<file path="src/sv/jkos_pkg.sv">
// Shared types, constants and helper functions of the keyed-object line scanner.
package jkos_pkg;

    localparam int MAX_NESTING = 255;
    localparam int DEPTH_W     = $clog2(MAX_NESTING + 1);
    localparam int CU_W        = 16;

    localparam int Q_DEPTH = 2;
    localparam int Q_PTR_W = (Q_DEPTH > 1) ? $clog2(Q_DEPTH) : 1;
    localparam int Q_CNT_W = $clog2(Q_DEPTH + 1);

    typedef logic [2:0] kind_t;
    localparam kind_t KIND_KEY_CHAR = 3'd0;
    localparam kind_t KIND_KEY_END  = 3'd1;
    localparam kind_t KIND_BODY     = 3'd2;
    localparam kind_t KIND_ACCEPT   = 3'd3;
    localparam kind_t KIND_ERROR    = 3'd4;

    localparam logic [CU_W-1:0] CH_QUOTE  = 16'h0022;
    localparam logic [CU_W-1:0] CH_BSLASH = 16'h005C;
    localparam logic [CU_W-1:0] CH_SLASH  = 16'h002F;
    localparam logic [CU_W-1:0] CH_LBRACE = 16'h007B;
    localparam logic [CU_W-1:0] CH_RBRACE = 16'h007D;
    localparam logic [CU_W-1:0] CH_COLON  = 16'h003A;
    localparam logic [CU_W-1:0] CH_COMMA  = 16'h002C;
    localparam logic [CU_W-1:0] CH_LOW_B  = 16'h0062;
    localparam logic [CU_W-1:0] CH_LOW_F  = 16'h0066;
    localparam logic [CU_W-1:0] CH_LOW_N  = 16'h006E;
    localparam logic [CU_W-1:0] CH_LOW_R  = 16'h0072;
    localparam logic [CU_W-1:0] CH_LOW_T  = 16'h0074;
    localparam logic [CU_W-1:0] CH_LOW_U  = 16'h0075;

    typedef enum logic [3:0] {
        PH_START,
        PH_KEY,
        PH_KEY_ESC,
        PH_KEY_HEX,
        PH_AFTER_KEY,
        PH_AFTER_COL,
        PH_BODY,
        PH_AFTER_BODY,
        PH_NEXT_KEY,
        PH_AFTER_CLS,
        PH_TAIL,
        PH_DRAIN
    } phase_t;

    // Classified character handed from the front end to the scanner core.
    typedef struct packed {
        logic            eol;
        logic [CU_W-1:0] code;
        logic            ws;
        logic            quote;
        logic            bslash;
        logic            lbrace;
        logic            rbrace;
        logic            colon;
        logic            comma;
        logic            hex_ok;
        logic [3:0]      hex_val;
        logic            esc_ok;
        logic            esc_u;
        logic [CU_W-1:0] esc_val;
    } class_t;

    typedef struct packed {
        kind_t           kind;
        logic [CU_W-1:0] value;
        logic            body_done;
    } result_t;

    function automatic logic is_ws(input logic [CU_W-1:0] c);
        logic r;
        r = (c == 16'h0020) || (c >= 16'h0009 && c <= 16'h000D)
            || (c == 16'h0085) || (c == 16'h00A0) || (c == 16'h1680)
            || (c >= 16'h2000 && c <= 16'h200A)
            || (c == 16'h2028) || (c == 16'h2029) || (c == 16'h202F)
            || (c == 16'h205F) || (c == 16'h3000);
        return r;
    endfunction

endpackage

</file>
<file path="src/sv/jkos_front.sv">
// Front end: input handshake and character classification.
module jkos_front (
    input  logic                       push,
    output logic                       full,
    input  logic                       mode,
    input  logic [jkos_pkg::CU_W-1:0]  code_unit,
    input  logic                       q_full,
    output logic                       q_push,
    output jkos_pkg::class_t           q_data
);

    assign full   = q_full;
    assign q_push = push && !q_full;

    always_comb
    begin
        q_data         = '0;
        q_data.eol     = mode;
        q_data.code    = code_unit;
        q_data.ws      = jkos_pkg::is_ws(code_unit);
        q_data.quote   = (code_unit == jkos_pkg::CH_QUOTE);
        q_data.bslash  = (code_unit == jkos_pkg::CH_BSLASH);
        q_data.lbrace  = (code_unit == jkos_pkg::CH_LBRACE);
        q_data.rbrace  = (code_unit == jkos_pkg::CH_RBRACE);
        q_data.colon   = (code_unit == jkos_pkg::CH_COLON);
        q_data.comma   = (code_unit == jkos_pkg::CH_COMMA);

        // Hex digits: letters of either case map to ten and up.
        if (code_unit >= 16'h0030 && code_unit <= 16'h0039)
        begin
            q_data.hex_ok  = 1'b1;
            q_data.hex_val = code_unit[3:0];
        end
        else if ((code_unit >= 16'h0061 && code_unit <= 16'h0066)
                 || (code_unit >= 16'h0041 && code_unit <= 16'h0046))
        begin
            q_data.hex_ok  = 1'b1;
            q_data.hex_val = code_unit[3:0] + 4'd9;
        end

        unique case (code_unit)
            jkos_pkg::CH_QUOTE:
            begin
                q_data.esc_ok  = 1'b1;
                q_data.esc_val = jkos_pkg::CH_QUOTE;
            end
            jkos_pkg::CH_BSLASH:
            begin
                q_data.esc_ok  = 1'b1;
                q_data.esc_val = jkos_pkg::CH_BSLASH;
            end
            jkos_pkg::CH_SLASH:
            begin
                q_data.esc_ok  = 1'b1;
                q_data.esc_val = jkos_pkg::CH_SLASH;
            end
            jkos_pkg::CH_LOW_B:
            begin
                q_data.esc_ok  = 1'b1;
                q_data.esc_val = 16'h0008;
            end
            jkos_pkg::CH_LOW_F:
            begin
                q_data.esc_ok  = 1'b1;
                q_data.esc_val = 16'h000C;
            end
            jkos_pkg::CH_LOW_N:
            begin
                q_data.esc_ok  = 1'b1;
                q_data.esc_val = 16'h000A;
            end
            jkos_pkg::CH_LOW_R:
            begin
                q_data.esc_ok  = 1'b1;
                q_data.esc_val = 16'h000D;
            end
            jkos_pkg::CH_LOW_T:
            begin
                q_data.esc_ok  = 1'b1;
                q_data.esc_val = 16'h0009;
            end
            jkos_pkg::CH_LOW_U:
            begin
                q_data.esc_u = 1'b1;
            end
            default:
            begin
                q_data.esc_ok = 1'b0;
            end
        endcase
    end

endmodule

</file>
<file path="src/sv/jkos_queue.sv">
// Short queue of classified characters between the front end and the scanner core.
module jkos_queue (
    input  logic                clk,
    input  logic                rst_n,
    input  logic                wr_en,
    input  jkos_pkg::class_t    wr_data,
    output logic                q_full,
    input  logic                rd_en,
    output logic                q_valid,
    output jkos_pkg::class_t    rd_data
);

    jkos_pkg::class_t                 mem_reg [jkos_pkg::Q_DEPTH];
    logic [jkos_pkg::Q_PTR_W-1:0]     wr_ptr_reg, wr_ptr_next;
    logic [jkos_pkg::Q_PTR_W-1:0]     rd_ptr_reg, rd_ptr_next;
    logic [jkos_pkg::Q_CNT_W-1:0]     cnt_reg, cnt_next;

    localparam logic [jkos_pkg::Q_PTR_W-1:0] LAST_PTR =
        jkos_pkg::Q_PTR_W'(jkos_pkg::Q_DEPTH - 1);

    assign q_full  = (cnt_reg == jkos_pkg::Q_CNT_W'(jkos_pkg::Q_DEPTH));
    assign q_valid = (cnt_reg != '0);
    assign rd_data = mem_reg[rd_ptr_reg];

    always_comb
    begin
        wr_ptr_next = wr_ptr_reg;
        rd_ptr_next = rd_ptr_reg;
        cnt_next    = cnt_reg;
        if (wr_en)
        begin
            wr_ptr_next = (wr_ptr_reg == LAST_PTR) ? '0 : wr_ptr_reg + 1'b1;
        end
        if (rd_en)
        begin
            rd_ptr_next = (rd_ptr_reg == LAST_PTR) ? '0 : rd_ptr_reg + 1'b1;
        end
        if (wr_en && !rd_en)
        begin
            cnt_next = cnt_reg + 1'b1;
        end
        else if (rd_en && !wr_en)
        begin
            cnt_next = cnt_reg - 1'b1;
        end
    end

    always_ff @(posedge clk or negedge rst_n)
    begin
        if (!rst_n)
        begin
            wr_ptr_reg <= '0;
            rd_ptr_reg <= '0;
            cnt_reg    <= '0;
        end
        else
        begin
            wr_ptr_reg <= wr_ptr_next;
            rd_ptr_reg <= rd_ptr_next;
            cnt_reg    <= cnt_next;
        end
    end

    always_ff @(posedge clk)
    begin
        if (wr_en)
        begin
            mem_reg[wr_ptr_reg] <= wr_data;
        end
    end

endmodule

</file>
<file path="src/sv/jkos_back.sv">
// Scanner core: line state machine, key unescaping, brace depth and result queue.
module jkos_back (
    input  logic                       clk,
    input  logic                       rst_n,
    input  logic                       q_valid,
    input  jkos_pkg::class_t           q_data,
    output logic                       q_pop,
    output logic                       empty,
    input  logic                       pop,
    output logic [2:0]                 kind,
    output logic [jkos_pkg::CU_W-1:0]  value,
    output logic                       body_done
);

    jkos_pkg::phase_t                 phase_reg, phase_next;
    logic [jkos_pkg::DEPTH_W-1:0]     depth_reg, depth_next;
    logic                             in_str_reg, in_str_next;
    logic                             esc_reg, esc_next;
    logic [1:0]                       hex_cnt_reg, hex_cnt_next;
    logic [jkos_pkg::CU_W-1:0]        hex_acc_reg, hex_acc_next;

    logic                             step;
    logic                             res_valid;
    jkos_pkg::result_t                res;
    logic [jkos_pkg::DEPTH_W-1:0]     depth_dec;
    logic [jkos_pkg::CU_W-1:0]        hex_shift;
    logic                             depth_full;

    jkos_pkg::result_t                out_mem_reg [jkos_pkg::Q_DEPTH];
    logic [jkos_pkg::Q_PTR_W-1:0]     out_wr_reg, out_wr_next;
    logic [jkos_pkg::Q_PTR_W-1:0]     out_rd_reg, out_rd_next;
    logic [jkos_pkg::Q_CNT_W-1:0]     out_cnt_reg, out_cnt_next;
    logic                             out_push;
    logic                             out_pop;
    logic                             out_room;

    localparam logic [jkos_pkg::Q_PTR_W-1:0] LAST_PTR =
        jkos_pkg::Q_PTR_W'(jkos_pkg::Q_DEPTH - 1);

    assign out_pop  = pop && !empty;
    assign out_room = (out_cnt_reg != jkos_pkg::Q_CNT_W'(jkos_pkg::Q_DEPTH)) || out_pop;
    assign step     = q_valid && out_room;
    assign q_pop    = step;
    assign out_push = step && res_valid;

    assign depth_dec  = (depth_reg != '0) ? depth_reg - 1'b1 : depth_reg;
    assign depth_full = (depth_reg >= jkos_pkg::DEPTH_W'(jkos_pkg::MAX_NESTING));
    assign hex_shift  = {hex_acc_reg[jkos_pkg::CU_W-5:0], q_data.hex_val};

    // Next-state logic.
    always_comb
    begin
        phase_next   = phase_reg;
        depth_next   = depth_reg;
        in_str_next  = in_str_reg;
        esc_next     = esc_reg;
        hex_cnt_next = hex_cnt_reg;
        hex_acc_next = hex_acc_reg;
        if (q_data.eol)
        begin
            phase_next   = jkos_pkg::PH_START;
            depth_next   = '0;
            in_str_next  = 1'b0;
            esc_next     = 1'b0;
            hex_cnt_next = '0;
            hex_acc_next = '0;
        end
        else
        begin
            unique case (phase_reg)
                jkos_pkg::PH_START:
                begin
                    if (q_data.ws)
                        phase_next = phase_reg;
                    else if (q_data.rbrace)
                        phase_next = jkos_pkg::PH_AFTER_CLS;
                    else if (q_data.quote)
                        phase_next = jkos_pkg::PH_KEY;
                    else
                        phase_next = jkos_pkg::PH_DRAIN;
                end
                jkos_pkg::PH_NEXT_KEY:
                begin
                    if (q_data.ws)
                        phase_next = phase_reg;
                    else if (q_data.quote)
                        phase_next = jkos_pkg::PH_KEY;
                    else
                        phase_next = jkos_pkg::PH_DRAIN;
                end
                jkos_pkg::PH_KEY:
                begin
                    if (q_data.quote)
                        phase_next = jkos_pkg::PH_AFTER_KEY;
                    else if (q_data.bslash)
                        phase_next = jkos_pkg::PH_KEY_ESC;
                end
                jkos_pkg::PH_KEY_ESC:
                begin
                    if (q_data.esc_u)
                    begin
                        phase_next   = jkos_pkg::PH_KEY_HEX;
                        hex_cnt_next = '0;
                        hex_acc_next = '0;
                    end
                    else if (q_data.esc_ok)
                        phase_next = jkos_pkg::PH_KEY;
                    else
                        phase_next = jkos_pkg::PH_DRAIN;
                end
                jkos_pkg::PH_KEY_HEX:
                begin
                    if (!q_data.hex_ok)
                    begin
                        phase_next   = jkos_pkg::PH_DRAIN;
                        hex_cnt_next = '0;
                        hex_acc_next = '0;
                    end
                    else if (hex_cnt_reg == 2'd3)
                    begin
                        phase_next   = jkos_pkg::PH_KEY;
                        hex_cnt_next = '0;
                        hex_acc_next = '0;
                    end
                    else
                    begin
                        hex_cnt_next = hex_cnt_reg + 2'd1;
                        hex_acc_next = hex_shift;
                    end
                end
                jkos_pkg::PH_AFTER_KEY:
                begin
                    if (q_data.ws)
                        phase_next = phase_reg;
                    else if (q_data.colon)
                        phase_next = jkos_pkg::PH_AFTER_COL;
                    else
                        phase_next = jkos_pkg::PH_DRAIN;
                end
                jkos_pkg::PH_AFTER_COL:
                begin
                    if (q_data.ws)
                        phase_next = phase_reg;
                    else if (q_data.lbrace)
                    begin
                        phase_next  = jkos_pkg::PH_BODY;
                        depth_next  = jkos_pkg::DEPTH_W'(1);
                        in_str_next = 1'b0;
                        esc_next    = 1'b0;
                    end
                    else
                        phase_next = jkos_pkg::PH_DRAIN;
                end
                jkos_pkg::PH_BODY:
                begin
                    if (in_str_reg)
                    begin
                        if (esc_reg)
                            esc_next = 1'b0;
                        else if (q_data.bslash)
                            esc_next = 1'b1;
                        else if (q_data.quote)
                            in_str_next = 1'b0;
                    end
                    else if (q_data.quote)
                        in_str_next = 1'b1;
                    else if (q_data.lbrace)
                    begin
                        if (depth_full)
                        begin
                            phase_next = jkos_pkg::PH_DRAIN;
                            depth_next = '0;
                            esc_next   = 1'b0;
                        end
                        else
                            depth_next = depth_reg + 1'b1;
                    end
                    else if (q_data.rbrace)
                    begin
                        depth_next = depth_dec;
                        if (depth_dec == '0)
                            phase_next = jkos_pkg::PH_AFTER_BODY;
                    end
                end
                jkos_pkg::PH_AFTER_BODY:
                begin
                    if (q_data.ws)
                        phase_next = phase_reg;
                    else if (q_data.comma)
                        phase_next = jkos_pkg::PH_NEXT_KEY;
                    else if (q_data.rbrace)
                        phase_next = jkos_pkg::PH_AFTER_CLS;
                    else
                        phase_next = jkos_pkg::PH_DRAIN;
                end
                jkos_pkg::PH_AFTER_CLS:
                begin
                    if (q_data.ws)
                        phase_next = phase_reg;
                    else if (q_data.comma)
                        phase_next = jkos_pkg::PH_TAIL;
                    else
                        phase_next = jkos_pkg::PH_DRAIN;
                end
                jkos_pkg::PH_TAIL:
                begin
                    if (!q_data.ws)
                        phase_next = jkos_pkg::PH_DRAIN;
                end
                default:
                begin
                    phase_next = jkos_pkg::PH_DRAIN;
                end
            endcase
        end
    end

    // Result logic.
    always_comb
    begin
        res_valid     = 1'b0;
        res.kind      = jkos_pkg::KIND_ERROR;
        res.value     = '0;
        res.body_done = 1'b0;
        if (q_data.eol)
        begin
            if (phase_reg == jkos_pkg::PH_AFTER_CLS || phase_reg == jkos_pkg::PH_TAIL)
            begin
                res_valid = 1'b1;
                res.kind  = jkos_pkg::KIND_ACCEPT;
            end
            else if (phase_reg != jkos_pkg::PH_DRAIN)
                res_valid = 1'b1;
        end
        else
        begin
            unique case (phase_reg)
                jkos_pkg::PH_START:
                    res_valid = !(q_data.ws || q_data.rbrace || q_data.quote);
                jkos_pkg::PH_NEXT_KEY:
                    res_valid = !(q_data.ws || q_data.quote);
                jkos_pkg::PH_KEY:
                begin
                    if (q_data.quote)
                    begin
                        res_valid = 1'b1;
                        res.kind  = jkos_pkg::KIND_KEY_END;
                    end
                    else if (!q_data.bslash)
                    begin
                        res_valid = 1'b1;
                        res.kind  = jkos_pkg::KIND_KEY_CHAR;
                        res.value = q_data.code;
                    end
                end
                jkos_pkg::PH_KEY_ESC:
                begin
                    if (q_data.esc_ok)
                    begin
                        res_valid = 1'b1;
                        res.kind  = jkos_pkg::KIND_KEY_CHAR;
                        res.value = q_data.esc_val;
                    end
                    else if (!q_data.esc_u)
                        res_valid = 1'b1;
                end
                jkos_pkg::PH_KEY_HEX:
                begin
                    if (!q_data.hex_ok)
                        res_valid = 1'b1;
                    else if (hex_cnt_reg == 2'd3)
                    begin
                        res_valid = 1'b1;
                        res.kind  = jkos_pkg::KIND_KEY_CHAR;
                        res.value = hex_shift;
                    end
                end
                jkos_pkg::PH_AFTER_KEY:
                    res_valid = !(q_data.ws || q_data.colon);
                jkos_pkg::PH_AFTER_COL:
                begin
                    if (q_data.lbrace)
                    begin
                        res_valid = 1'b1;
                        res.kind  = jkos_pkg::KIND_BODY;
                        res.value = q_data.code;
                    end
                    else
                        res_valid = !q_data.ws;
                end
                jkos_pkg::PH_BODY:
                begin
                    res_valid = 1'b1;
                    // An opening brace at full depth is the only error inside a body.
                    if (in_str_reg || !q_data.lbrace || !depth_full)
                    begin
                        res.kind  = jkos_pkg::KIND_BODY;
                        res.value = q_data.code;
                        res.body_done = !in_str_reg && q_data.rbrace && (depth_dec == '0);
                    end
                end
                jkos_pkg::PH_AFTER_BODY:
                    res_valid = !(q_data.ws || q_data.comma || q_data.rbrace);
                jkos_pkg::PH_AFTER_CLS:
                    res_valid = !(q_data.ws || q_data.comma);
                jkos_pkg::PH_TAIL:
                    res_valid = !q_data.ws;
                default:
                    res_valid = 1'b0;
            endcase
        end
    end

    always_ff @(posedge clk or negedge rst_n)
    begin
        if (!rst_n)
        begin
            phase_reg   <= jkos_pkg::PH_START;
            depth_reg   <= '0;
            in_str_reg  <= 1'b0;
            esc_reg     <= 1'b0;
            hex_cnt_reg <= '0;
            hex_acc_reg <= '0;
        end
        else if (step)
        begin
            phase_reg   <= phase_next;
            depth_reg   <= depth_next;
            in_str_reg  <= in_str_next;
            esc_reg     <= esc_next;
            hex_cnt_reg <= hex_cnt_next;
            hex_acc_reg <= hex_acc_next;
        end
    end

    // Result queue; a slot freed by a pop can be refilled in the same cycle.
    assign empty     = (out_cnt_reg == '0);
    assign kind      = out_mem_reg[out_rd_reg].kind;
    assign value     = out_mem_reg[out_rd_reg].value;
    assign body_done = out_mem_reg[out_rd_reg].body_done;

    always_comb
    begin
        out_wr_next  = out_wr_reg;
        out_rd_next  = out_rd_reg;
        out_cnt_next = out_cnt_reg;
        if (out_push)
            out_wr_next = (out_wr_reg == LAST_PTR) ? '0 : out_wr_reg + 1'b1;
        if (out_pop)
            out_rd_next = (out_rd_reg == LAST_PTR) ? '0 : out_rd_reg + 1'b1;
        if (out_push && !out_pop)
            out_cnt_next = out_cnt_reg + 1'b1;
        else if (out_pop && !out_push)
            out_cnt_next = out_cnt_reg - 1'b1;
    end

    always_ff @(posedge clk or negedge rst_n)
    begin
        if (!rst_n)
        begin
            out_wr_reg  <= '0;
            out_rd_reg  <= '0;
            out_cnt_reg <= '0;
        end
        else
        begin
            out_wr_reg  <= out_wr_next;
            out_rd_reg  <= out_rd_next;
            out_cnt_reg <= out_cnt_next;
        end
    end

    always_ff @(posedge clk)
    begin
        if (out_push)
            out_mem_reg[out_wr_reg] <= res;
    end

endmodule

</file>
<file path="src/sv/json_keyed_object_line_scanner.sv">
// Top level of the keyed-object line scanner: front end, character queue, scanner core.
//
//  channel   handshake          fields
//  input     push / full        mode, code_unit
//  result    empty / pop        kind, value, body_done
//
// One item per clock unless a stalled reader fills the result queue; each character
// needs one scanner-core step. An accepted item passes the character queue and then
// the result queue on its way to the result ports. The character queue and the result
// queue hold two items each, so a stalled reader fills both before full rises. Reset
// is asynchronous and returns the scanner to line start with both queues empty.
module json_keyed_object_line_scanner (
    input  logic                       clk,
    input  logic                       rst_n,
    input  logic                       push,
    output logic                       full,
    input  logic                       mode,
    input  logic [jkos_pkg::CU_W-1:0]  code_unit,
    output logic                       empty,
    input  logic                       pop,
    output logic [2:0]                 kind,
    output logic [jkos_pkg::CU_W-1:0]  value,
    output logic                       body_done
);

    logic              q_full;
    logic              q_push;
    logic              q_valid;
    logic              q_pop;
    jkos_pkg::class_t  q_wr_data;
    jkos_pkg::class_t  q_rd_data;

    jkos_front u_front (
        .push      (push),
        .full      (full),
        .mode      (mode),
        .code_unit (code_unit),
        .q_full    (q_full),
        .q_push    (q_push),
        .q_data    (q_wr_data)
    );

    jkos_queue u_queue (
        .clk     (clk),
        .rst_n   (rst_n),
        .wr_en   (q_push),
        .wr_data (q_wr_data),
        .q_full  (q_full),
        .rd_en   (q_pop),
        .q_valid (q_valid),
        .rd_data (q_rd_data)
    );

    jkos_back u_back (
        .clk       (clk),
        .rst_n     (rst_n),
        .q_valid   (q_valid),
        .q_data    (q_rd_data),
        .q_pop     (q_pop),
        .empty     (empty),
        .pop       (pop),
        .kind      (kind),
        .value     (value),
        .body_done (body_done)
    );

endmodule

</file>
<file path="config.mk">
export PLATFORM = sky130hd
export DESIGN_NAME = json_keyed_object_line_scanner
export DESIGN_NICKNAME = d
export VERILOG_FILES = /design/src/sv/jkos_pkg.sv /design/src/sv/jkos_front.sv /design/src/sv/jkos_queue.sv /design/src/sv/jkos_back.sv /design/src/sv/json_keyed_object_line_scanner.sv
export SDC_FILE = /design/constraint.sdc
export NUM_CORES = 1
export LEC_CHECK = 0
export BUFFER_PORTS_ARGS = -buffer_cell sky130_fd_sc_hd__buf_4
export CORE_MARGIN = 3
export CORE_UTILIZATION = 55
export CTS_BUF_LIST = sky130_fd_sc_hd__clkbuf_4 sky130_fd_sc_hd__clkbuf_8 sky130_fd_sc_hd__clkbuf_16
export CTS_CLUSTER_DIAMETER = 50
export DETAILED_ROUTE_END_ITERATION = 8
export PLACE_DENSITY = 0.77
export SYNTH_ARGS = -nofsm -noshare
export SYNTH_HDL_FRONTEND = slang
export SYNTH_SLANG_ARGS = --single-unit
</file>
<file path="constraint.sdc">
create_clock -name clk -period 8.5 [get_ports clk]
set_input_delay 0.425 -clock clk [delete_from_list [all_inputs] [get_ports clk]]
set_output_delay 0.425 -clock clk [all_outputs]
set_load 0.01 [all_outputs]
</file>
======== Yosys cells after proc, flatten, opt, wreduce, memory -nomap -nowiden ========
Memories as Yosys holds them, arrays and structs flattened.
Index checks and enable logic that the tools add are counted.
storage, ports and cells
  logic and storage cells ................. 264
  output and inout port bits .............. 22
  input bits .............................. 21
  memory bits (writable) .................. 116
  memories kept ........................... 2
  flip-flop bits (word level) ............. 36
memories
  memory              depth  width  read ports  clocked after memory_dff  write ports  RTL line          RTL
  u_queue.mem_reg     2      38     1           0                         1            jkos_queue.sv:13  jkos_pkg::class_t mem_reg [jkos_pkg::Q_DEPTH];
  u_back.out_mem_reg  2      20     1           0                         1            jkos_back.sv:29   jkos_pkg::result_t out_mem_reg [jkos_pkg::Q_DEPTH];
cells by class
  muxes and demuxes ....................... 106
  equality and inequality tests ........... 55
  add/sub/neg operators ................... 12
  $lt $le $gt $ge ......................... 11
  reduce and logical (&&, ||, !) cells .... 66
operators by type and width
  cell                                                                               number
  16-bit by 7-bit == test with 1-bit output, second input constant                   9
  4-bit two-way mux                                                                  25
  19-bit two-way mux                                                                 5
  19-bit case mux with 5 select lines                                                1
  16-bit by 14-bit == test with 1-bit output, second input constant                  5
  16-bit by 6-bit == test with 1-bit output, second input constant                   5
  8-bit two-way mux                                                                  9
  7-bit case mux with 8 select lines                                                 1
  12-bit two-way mux                                                                 4
  4-bit case mux with 11 select lines                                                1
  1-bit two-way mux                                                                  37
  16-bit by 8-bit == test with 1-bit output, second input constant                   2
  16-bit by 7-bit >= comparator with 1-bit output, second input constant             2
  16-bit by 7-bit less-or-equal comparator with 1-bit output, second input constant  2
  3-bit inequality test, second input constant                                       9
  12-bit case mux with 2 select lines                                                1
  1-bit logical OR                                                                   21
  20-bit two-way mux                                                                 1
  4-bit by 2-bit inequality test with 1-bit output, second input constant            5
  2-bit two-way mux                                                                  9
  17-bit two-way mux                                                                 1
  16-bit by 13-bit == test with 1-bit output, second input constant                  1
  4-bit by 3-bit == test with 1-bit output, second input constant                    4
  16-bit by 14-bit >= comparator with 1-bit output, second input constant            1
  39 further kinds                                                                   89

======== Longest topological paths before layout ========
Gate-level depths: netlist of the first run.
  depth after elaboration ................. 12
  mapped depth ............................ 12
  depth with buffers taken out ............ 10

======== Hierarchy ========
A second synthesis of the first run with hierarchy kept.
unflattened totals
  cell total of the unflattened synthesis .. 718
  area total of the unflattened synthesis .. 8,836.0 sq um
modules (own cells, without submodules)
  module      cells each  sequential area each (sq um)  times used  area each (sq um)
  jkos_back   418         2,001.9                       1           4,276.6
  jkos_queue  162         2,922.8                       1           3,659.8
  jkos_front  138         0.0                           1           899.6

======== Worst setup path after synthesis of the first run ========
No wires, ideal clock.
  kind .................................... register -> register
  start point ............................. register u_queue.rd_ptr_reg
  end point ............................... memory u_back.out_mem_reg[0][0] (netlist bit), enable pin
  period minus slack after synthesis ...... 2,982 ps
  data required time ...................... 8,103 ps
  arrival ................................. 2,586 ps
  cell stages (with the launch flop) ...... 9
  setup time .............................. 397 ps
  buffers on the path ..................... 2
  path slack .............................. 5,518 ps
  path through ............................ dfrtp_1 buf_4 buf_4 mux2i_1 nor2_1 nor4b_1 a221o_1 nand3_1 nor2_1
between the ends
  cells in the longest elaborated chain, start to end .. 9
  elaborated cells on any way between the ends .. 24
  those cells by class .................... mux (10); reduce/logical (13); memory (1)
RTL lines
  element                                      RTL line                                              RTL
  start: declaration                           jkos_queue.sv:15                                      logic [jkos_pkg::Q_PTR_W-1:0] rd_ptr_reg, rd_ptr_next;
  start signal: assignment                     jkos_queue.sv:59                                      rd_ptr_reg <= rd_ptr_next;
  memory read 2 x 38 bit (*)                   -
  1-bit logical OR (on tied branches)          jkos_back.sv:303, jkos_back.sv:305, jkos_back.sv:239
  1-bit logical OR (on tied branches)          jkos_back.sv:303, jkos_back.sv:239
  1-bit logical NOT (on tied branches)         jkos_back.sv:303, jkos_back.sv:239
  1-bit case mux with 11 select lines          jkos_back.sv:237                                      unique case (phase_reg)
  1-bit two-way mux (*)                        jkos_back.sv:225                                      if (q_data.eol)
  1-bit logical AND (*)                        jkos_back.sv:44                                       assign out_push = step && res_valid;
  1-bit two-way mux (*)                        jkos_back.sv:375                                      if (out_push)
  1-bit two-way mux (implied by the code) (*)  jkos_back.sv:376                                      out_mem_reg[out_wr_reg] <= res;
  end: declaration                             jkos_back.sv:29
Every way passes the cells marked *; elsewhere a longest branch is shown, timed or not.

======== Worst setup path after layout of the first run ========
  start point ............................. register u_queue.rd_ptr_reg
  end point ............................... register u_back.depth_reg[1] (netlist bit)
between the ends
  cells in the longest elaborated chain, start to end .. 6
  elaborated cells on any way between the ends .. 13
  those cells by class .................... eq/ne (5); mux (5); reduce/logical (2); memory (1)
RTL lines
  element                             RTL line          RTL
  memory read 2 x 38 bit (*)          -
  8-bit two-way mux                   jkos_back.sv:167  else if (q_data.lbrace)
  8-bit two-way mux                   jkos_back.sv:165  else if (q_data.quote)
  8-bit two-way mux                   jkos_back.sv:156  if (in_str_reg)
  8-bit case mux with 2 select lines  jkos_back.sv:70   unique case (phase_reg)
  8-bit two-way mux                   jkos_back.sv:59   if (q_data.eol)
  end signal: assignment              jkos_back.sv:328  depth_reg <= depth_next;
  end: declaration                    jkos_back.sv:16   logic [jkos_pkg::DEPTH_W-1:0] depth_reg, depth_next;
Every way passes the cells marked *; elsewhere a longest branch is shown, timed or not. The select of a mux whose other input is x is not followed.
A chain may end at the register's enable or synchronous reset.

==> results.md, run 1 <==
* Run status: completed
* Area grow syn2layout at 12.7%
* Fillers at around 1,000
* VDD IR max at ~0.15 mV
* Layout cells sized above 1 at between 10% and 20%
* Fin crit share at around 44%
* Synth Area in Compound Gates at 13.4%
* Die area at between 15,000 and 20,000 µm²
* TritonCTS clock tree: done
* Synth Area in Simple Gates at between 10% and 20%
* Chip width at between 100 and 150 µm
* Max frequency at roughly 270 MHz
* Ys async rst share at roughly a quarter
* Dpl ws at just under 5 ns
* GRT Overall Usage at roughly a quarter
* Hold Fails Final Rpt at 0
* Synth Net Count at 710
* Number of global-route vias before repair at 5,325
* RePlAce Congestion at around 0.91
* Antenna violations before repair at 1
* Main synth FF type: edfxtp_1
* Setup Skew at between 0.006 and 0.007 ns
* Largest family of logic cells by synthesized area: simple AND/OR/NAND/NOR gates
* Max cap viols at 0
* Adder-cell area share of the yosys netlist at between 1 and 1.5%
* RR Endpoint: u_back.depth_reg[1]$_DFFE_PN0P_
* Worst Setup Start Kind: flip-flop
* PD cells at ~340 nW/µm²
* Commonest non-fill, non-tap cell in the layout: edfxtp_1
* Clock Tree Root: clkbuf_16
* Ant diodes at 0
* # Post-CTS Setup Buffers at 0
* Clk slew on worst S/H paths at ~0.060 ns
* Clk buf depth at 2
* Leading cell types in the layout, fill and taps excluded: 114 x edfxtp_1, 70 x nand2_1, 54 x nor2_1
* Hold Startpoint: mode
* Leakage Power at ~3.2 nW
* Critical path type: reg -> reg
* DR iter-0 viols at 628
* Critical Path Source: u_queue.rd_ptr_reg$_DFFE_PN0P_
* Yosys Warn Count at 0
* NumNets Final at about 740
* Worst skew pair latency at around 0.42 ns
* H-tree levels at 4
* Grt total ovfl at 0
* Setup TNS at 0 ns
* Cts bufs inserted at 17
* I/O Pins at 43
* Synth Area in XOR/XNOR at 1.36%
* Yosys top cell by area: edfxtp_1
* FP Rows at 42
* Share of Yosys cell area claimed by the top area cell type at 44.4%
* Tmin final at 3.75 ns
* DR vias/cell at 6.28
* Die Y at 124 µm
* Fin. max-slew vios at 0
* DRC at 0
* DP HPWL at 12,200 µm
* Synth area leaders: edfxtp_1 44%, dfrtp_1 12%, mux2_2 4.8%
* Netlist Area Pre-Place at slightly below 8000 µm²
* Drt first pass iters at 5
* Finish-stage setup viols at 0
* Length in cells of the worst reg-to-reg path at 6
* Syn Inst Count at 680
* IO buf count at 42
* Worst-margin pin slew at 1.24 ns
* Synthesized area per cell at ~11 µm²
* Vias at around 5,700
* Rel. slew slack at 16.9%
* CTS sink cnt at 150
* Reg2reg setup slack at roughly 4.7 ns
* WL/cell at between 15 and 20 µm
* Flop and latch count out of synthesis at 150
* Initial Util at 57.3%
* Max FFs per register at 74
* Largest net degree at the start of global routing at 50
* Final worst-path setup slack at between 4 and 5 ns
* Multiplexer share of the synthesized area at between 8 and 9%
* WP data required at just under 9 ns
* Critical Path AT at roughly 4.0 ns
* Post-synth EDFFs at approximately 110
* Yosys cell types at 74
* Unrepaired setup endpoints after global routing: no
* Post-Route WL at around 18,000 µm
* Minimum hold slack at between 0.15 and 0.2 ns
* Overall power at 2.99 mW
* Worst-path maximum fanout at 49
* Reg2reg start: u_queue.rd_ptr_reg$_DFFE_PN0P_
* Critical Path End: u_back.depth_reg[1]$_DFFE_PN0P_
* Worst hold path class: in -> reg
* First-pass GRT wire length at approximately 29,000 µm
* Register area share after synthesis at a little under three fifths
* Routed Antenna Nets at 0
* CP endpoint kind: flip-flop
* Core Region at approximately 13,000 µm²
==> worst min path at each step <==
stage,end,depth (start not counted)
6_report,u_queue.mem_reg[0][37]$_DFFE_PP_,1
5_1_grt,u_queue.mem_reg[1][37]$_DFFE_PP_,1
4_1_cts,u_queue.mem_reg[0][37]$_DFFE_PP_,1
3_5_place_dp,u_back.hex_acc_reg[9]$_DFFE_PN0P_,1
3_3_place_gp,u_back.hex_acc_reg[10]$_DFFE_PN0P_,1
2_1_floorplan,u_back.depth_reg[0]$_DFFE_PN0P_,0
==> worst max-delay path: stages (launching register included) <==
cell and delay (ns):
dfrtp_2 0.33, buf_4 0.56, mux2i_1 0.93, nand2_1 0.40
o21ai_0 0.96, o32a_1 0.25, o311ai_0 0.13
==> routing by layer <==
metal	vias up	track usage (%)	wire length, µm
li1	2652	-	-
met1	2729	34.0	8130
met2	255	35.5	8320
met3	24	5.49	1320
met4	2	6.51	206
met5	-	0	7
==> metrics by stage <==
step	std cells	util, %	instance area (µm²)
after floorplan	680	-	7700
after global placement	869	60.4	8130
after detailed placement	869	60.4	8130
after CTS	902	64.5	8680
after global routing	902	64.5	8680
final	902	64.5	8680
==> where the power goes <==
group / internal (mW) / switching, mW / total [mW]
Clock: 0.395 / 0.286 / 0.681
Sequential: 1.06 / 0.127 / 1.18
Combinational: 0.456 / 0.666 / 1.12
Total: 1.91 / 1.08 / 2.99
==> Yosys cell counts, types with 3 or more instances <==
| cell | number |
|---|---|
| nand4_1 | 3 |
| xor2_1 | 4 |
| and3_1 | 12 |
| buf_2 | 8 |
| nor4_1 | 7 |
| mux2_2 | 33 |
| and2_1 | 5 |
| o22ai_1 | 9 |
| o21ai_0 | 53 |
| or3_1 | 6 |
| o31ai_1 | 7 |
| nand3_1 | 20 |
| nand3b_1 | 3 |
| nor4b_1 | 3 |
| o311ai_0 | 5 |
| edfxtp_1 | 114 |
| nor2b_1 | 7 |
| xnor2_1 | 8 |
| a21oi_1 | 21 |
| clkbuf_1 | 21 |
| inv_1 | 16 |
| o2111ai_1 | 3 |
| nor2_1 | 55 |
| a32oi_1 | 4 |
| nor3_1 | 16 |
| buf_4 | 4 |
| a22oi_1 | 3 |
| a221o_1 | 4 |
| nand2b_1 | 12 |
| and4_1 | 6 |
| nand2_1 | 70 |
| ha_1 | 9 |
| dfrtp_1 | 36 |
| a31oi_1 | 8 |
| mux2i_1 | 31 |
==> timing repair <==
action                                 CTS  global route
resized for setup                        0             0
endpoints found under the hold margin   36             0
hold buffers                             1             0
==> layout make-up <==
type                            instances  area [µm²]  share of cell area, %
Timing Repair Buffer                   49         370                   4.27
Tap cell                              176         220                   2.54
Multi-Input combinational cell        479        3160                   36.4
Sequential cell                       150        4330                   49.8
Inverter                               16        60.1                  0.692
Clock buffer                           22         469                   5.40
Clock inverter                         10        73.8                  0.850
==> kinds of logic (layout without fill, tap and decap cells) <==
family,after synthesis,after routing
simple gates,241,241
compound gates,153,153
flops,150,150
mux,64,64
buf+inv,51,97
xor+xnor,12,12
fa+ha+maj,9,9
(Power assumes the default switching activity.)
==> run 2, diff against run 1 <==
--- a/config.mk
+++ b/config.mk
@@ -11,7 +11,7 @@
 export CTS_BUF_LIST = sky130_fd_sc_hd__clkbuf_4 sky130_fd_sc_hd__clkbuf_8 sky130_fd_sc_hd__clkbuf_16
 export CTS_CLUSTER_DIAMETER = 50
 export DETAILED_ROUTE_END_ITERATION = 8
-export PLACE_DENSITY = 0.77
+export PLACE_DENSITY = 0.8
 export SYNTH_ARGS = -nofsm -noshare
 export SYNTH_HDL_FRONTEND = slang
 export SYNTH_SLANG_ARGS = --single-unit
==> constraint.sdc (replaced) <==
create_clock -name clk -period 3.1 [get_ports clk]
set_input_delay 0.155 -clock clk [delete_from_list [all_inputs] [get_ports clk]]
set_output_delay 0.155 -clock clk [all_outputs]
set_load 0.01 [all_outputs]
==> results.md, run 2 (same netlist as run 1, synthesis figures left out) <==
* Run status: completed
* Final Util at 66.3% (+1.8 points)
* Ant diodes at 0 (unchanged)
* Drt first pass iters at 5 (unchanged)
* H-tree levels at 4 (unchanged)
* DR iter-0 viols at 534 (-15%)
* CP bufs+invs at 0 (-1)
* Comb pwr share at 37.5% (about the same)
* Core Region at 13,500 µm² (unchanged)
* Initial Util at 57.3% (unchanged)
* Finish-stage setup viols at 0 (unchanged)
* Crit path max-delay family: simple AND/OR/NAND/NOR gates
* Fillers at 990 (-5.2%)
* CP endpoint kind: flip-flop
* Highest Signal Layer: met4
* Worst Setup Start Kind: flip-flop
* Clk buf depth at 2 (unchanged)
* RePlAce Congestion at 0.949 (+4.5%)
* Psw at 3.04 mW (+180%)
* Worst-path maximum fanout at 24 (-51%)
* Die area at 15,500 µm² (unchanged)
* CTS sink cnt at 150 (unchanged)
* # Post-CTS Setup Buffers at 0 (unchanged)
* Critical Path Source: u_queue.rd_ptr_reg$_DFFE_PN0P_
* Worst hold path class: in -> reg
* Fin. max-slew vios at 0 (unchanged)
* Vias at 5,792 (+2.3%)
* PD cells at 948 nW/µm² (+180%)
* WL/cell at 19.9 µm (-0.42%)
* Hold Startpoint: code_unit[0]
* Number of global-route vias before repair at 5,569 (+4.6%)
* Commonest non-fill, non-tap cell in the layout: edfxtp_1
* First-pass GRT wire length at 29,600 µm (+2.6%)
* Setup TNS at 0 ns (unchanged)
* Clk slew on worst S/H paths at 0.06 ns (about the same)
* Overall power at 8.46 mW (+180%)
* Met3 WL at 1290 µm (-2.3%)
* Critical Path AT at 3.01 ns (-0.99 ns)
* Seq pwr share at 39.0% (-0.6 points)
* Clk network pwr share at 23.5% (+0.7 points)
* Rel. slew slack at 30.6% (+14 points)
* Cts bufs inserted at 17 (unchanged)
* GRT Overall Usage at 23.9% (+0.51 points)
* Chip width at 124 µm (unchanged)
* DR vias/cell at 6.26 (-0.25%)
* Die Y at 124 µm (unchanged)
* Max frequency at 348 MHz (+30%)
* Worst-margin pin slew at 1.03 ns (-0.209 ns)
* Max FFs per register at 74 (unchanged)
* Leading cell types in the layout, fill and taps excluded: 114 x edfxtp_1, 70 x nand2_1, 61 x buf_4
* DP HPWL at 12,800 µm (+4.4%)
* IO buf count at 42 (unchanged)
* Setup Skew at 0.00807 ns (+0.00124 ns)
* FP Rows at 42 (unchanged)
* I/O Pins at 43 (unchanged)
* Grt total ovfl at 0 (unchanged)
* CP cell instances: mux2i_1 > or3_1 > o31ai_1 > nand3b_1 > nand2b_1 > o21ai_0
* Crit path max-delay cell type: dfrtp_2
* VDD IR max at 0.539 mV (+270%)
* Critical path type: reg -> reg
* P_int at 5.42 mW (+180%)
* Layout cells sized above 1 at 19.1% (+1.2 points)
* Max cap viols at 0 (unchanged)
* Crit-path max cell delay at 0.69 ns (-0.27 ns)
* Antenna violations before repair at 0 (-1)
* Reg2reg start: u_queue.rd_ptr_reg$_DFFE_PN0P_
* Clock Tree Root: clkbuf_16
* DRT met1 WL at 7980 µm (-1.8%)
* Area grow syn2layout at 15.8%
* Tmin final at 2.88 ns (-0.876 ns)
* Post-Place Cell Area at 8230 µm² (+1.2%)
* NumNets Final at 766 (+3.1%)
* Leakage Power at 3.37 nW (+4.0%)
* Largest net degree at the start of global routing at 38 (-24%)
* Post-Route WL at 18,400 µm (+2.1%)
* Hold Fails Final Rpt at 0 (unchanged)
* WP data required at 3.23 ns (-5.51 ns)
* DRC at 0 (unchanged)
* Routed Antenna Nets at 0 (unchanged)
* Worst skew pair latency at 0.42 ns (about the same)
* Fin crit share at 92.8% (+49 points)
* Sw Ratio at 35.9% (-0.22 points)
* Post-route cell area at 8920 µm² (+2.7%)
* Metal2 WL at 8750 µm (+5.1%)
* Unrepaired setup endpoints after global routing: no
* TritonCTS clock tree: done
run 2: power by group through the flow:
stage          combinational (mW)  sequential, mW  clock [mW]
6_report                     3.17            3.30        1.99
2_1_floorplan                2.26            3.09           0
5_1_grt                      3.44            3.36        2.10
3_5_place_dp                 3.11            3.34           0
3_3_place_gp                 3.07            3.29           0
4_1_cts                      3.15            3.30        2.01
run 2: per-stage QoR:
step | setup slack, ns | hold slack, ns | std cells
floorplan | 0.118 | -0.141 | 680
CTS | 0.304 | 0.00868 | 925
detailed placement | 0.323 | 0.165 | 882
global route | 0.0395 | 0.00827 | 925
global placement | 0.440 | 0.157 | 882
finish | 0.223 | 0.0135 | 925
run 2: routing by layer:
metal	vias up	global-route usage [%]
met3	29	4.50
met1	2808	34.0
met5	-	0
li1	2691	-
met4	0	7.93
met2	264	37.3
run 2: repair_timing:
item,4_1_cts,5_1_grt
hold endpoints to repair,56,0
resized for setup,0,0
setup endpoints to repair,0,0
hold buffers,11,0
run 2: final timing paths:
check | to | depth (start not counted) | slack (ns)
max | u_back.out_mem_reg[1][8]$_DFFE_PP_ | 6 | 0.22
min | u_queue.mem_reg[1][21]$_DFFE_PP_ | 1 | 0.01
max reg2reg | u_back.out_mem_reg[1][8]$_DFFE_PP_ | 6 | 0.22
min reg2reg | u_back.hex_acc_reg[10]$_DFFE_PN0P_ | 2 | 0.49
max in group asynchronous | u_queue.rd_ptr_reg$_DFFE_PN0P_ | 2 | 2.47
min in group asynchronous | u_back.hex_acc_reg[6]$_DFFE_PN0P_ | 2 | 0.26
run 2: layout make-up:
cell class	instances	area (µm²)	share of cell area (%)
clock buffer	20	467	5.23
sequential	150	4330	48.5
multi-input combinational	479	3160	35.5
inverter	16	60.1	0.673
clock inverter	12	115	1.29
timing repair buffer	72	568	6.37
tap	176	220	2.47
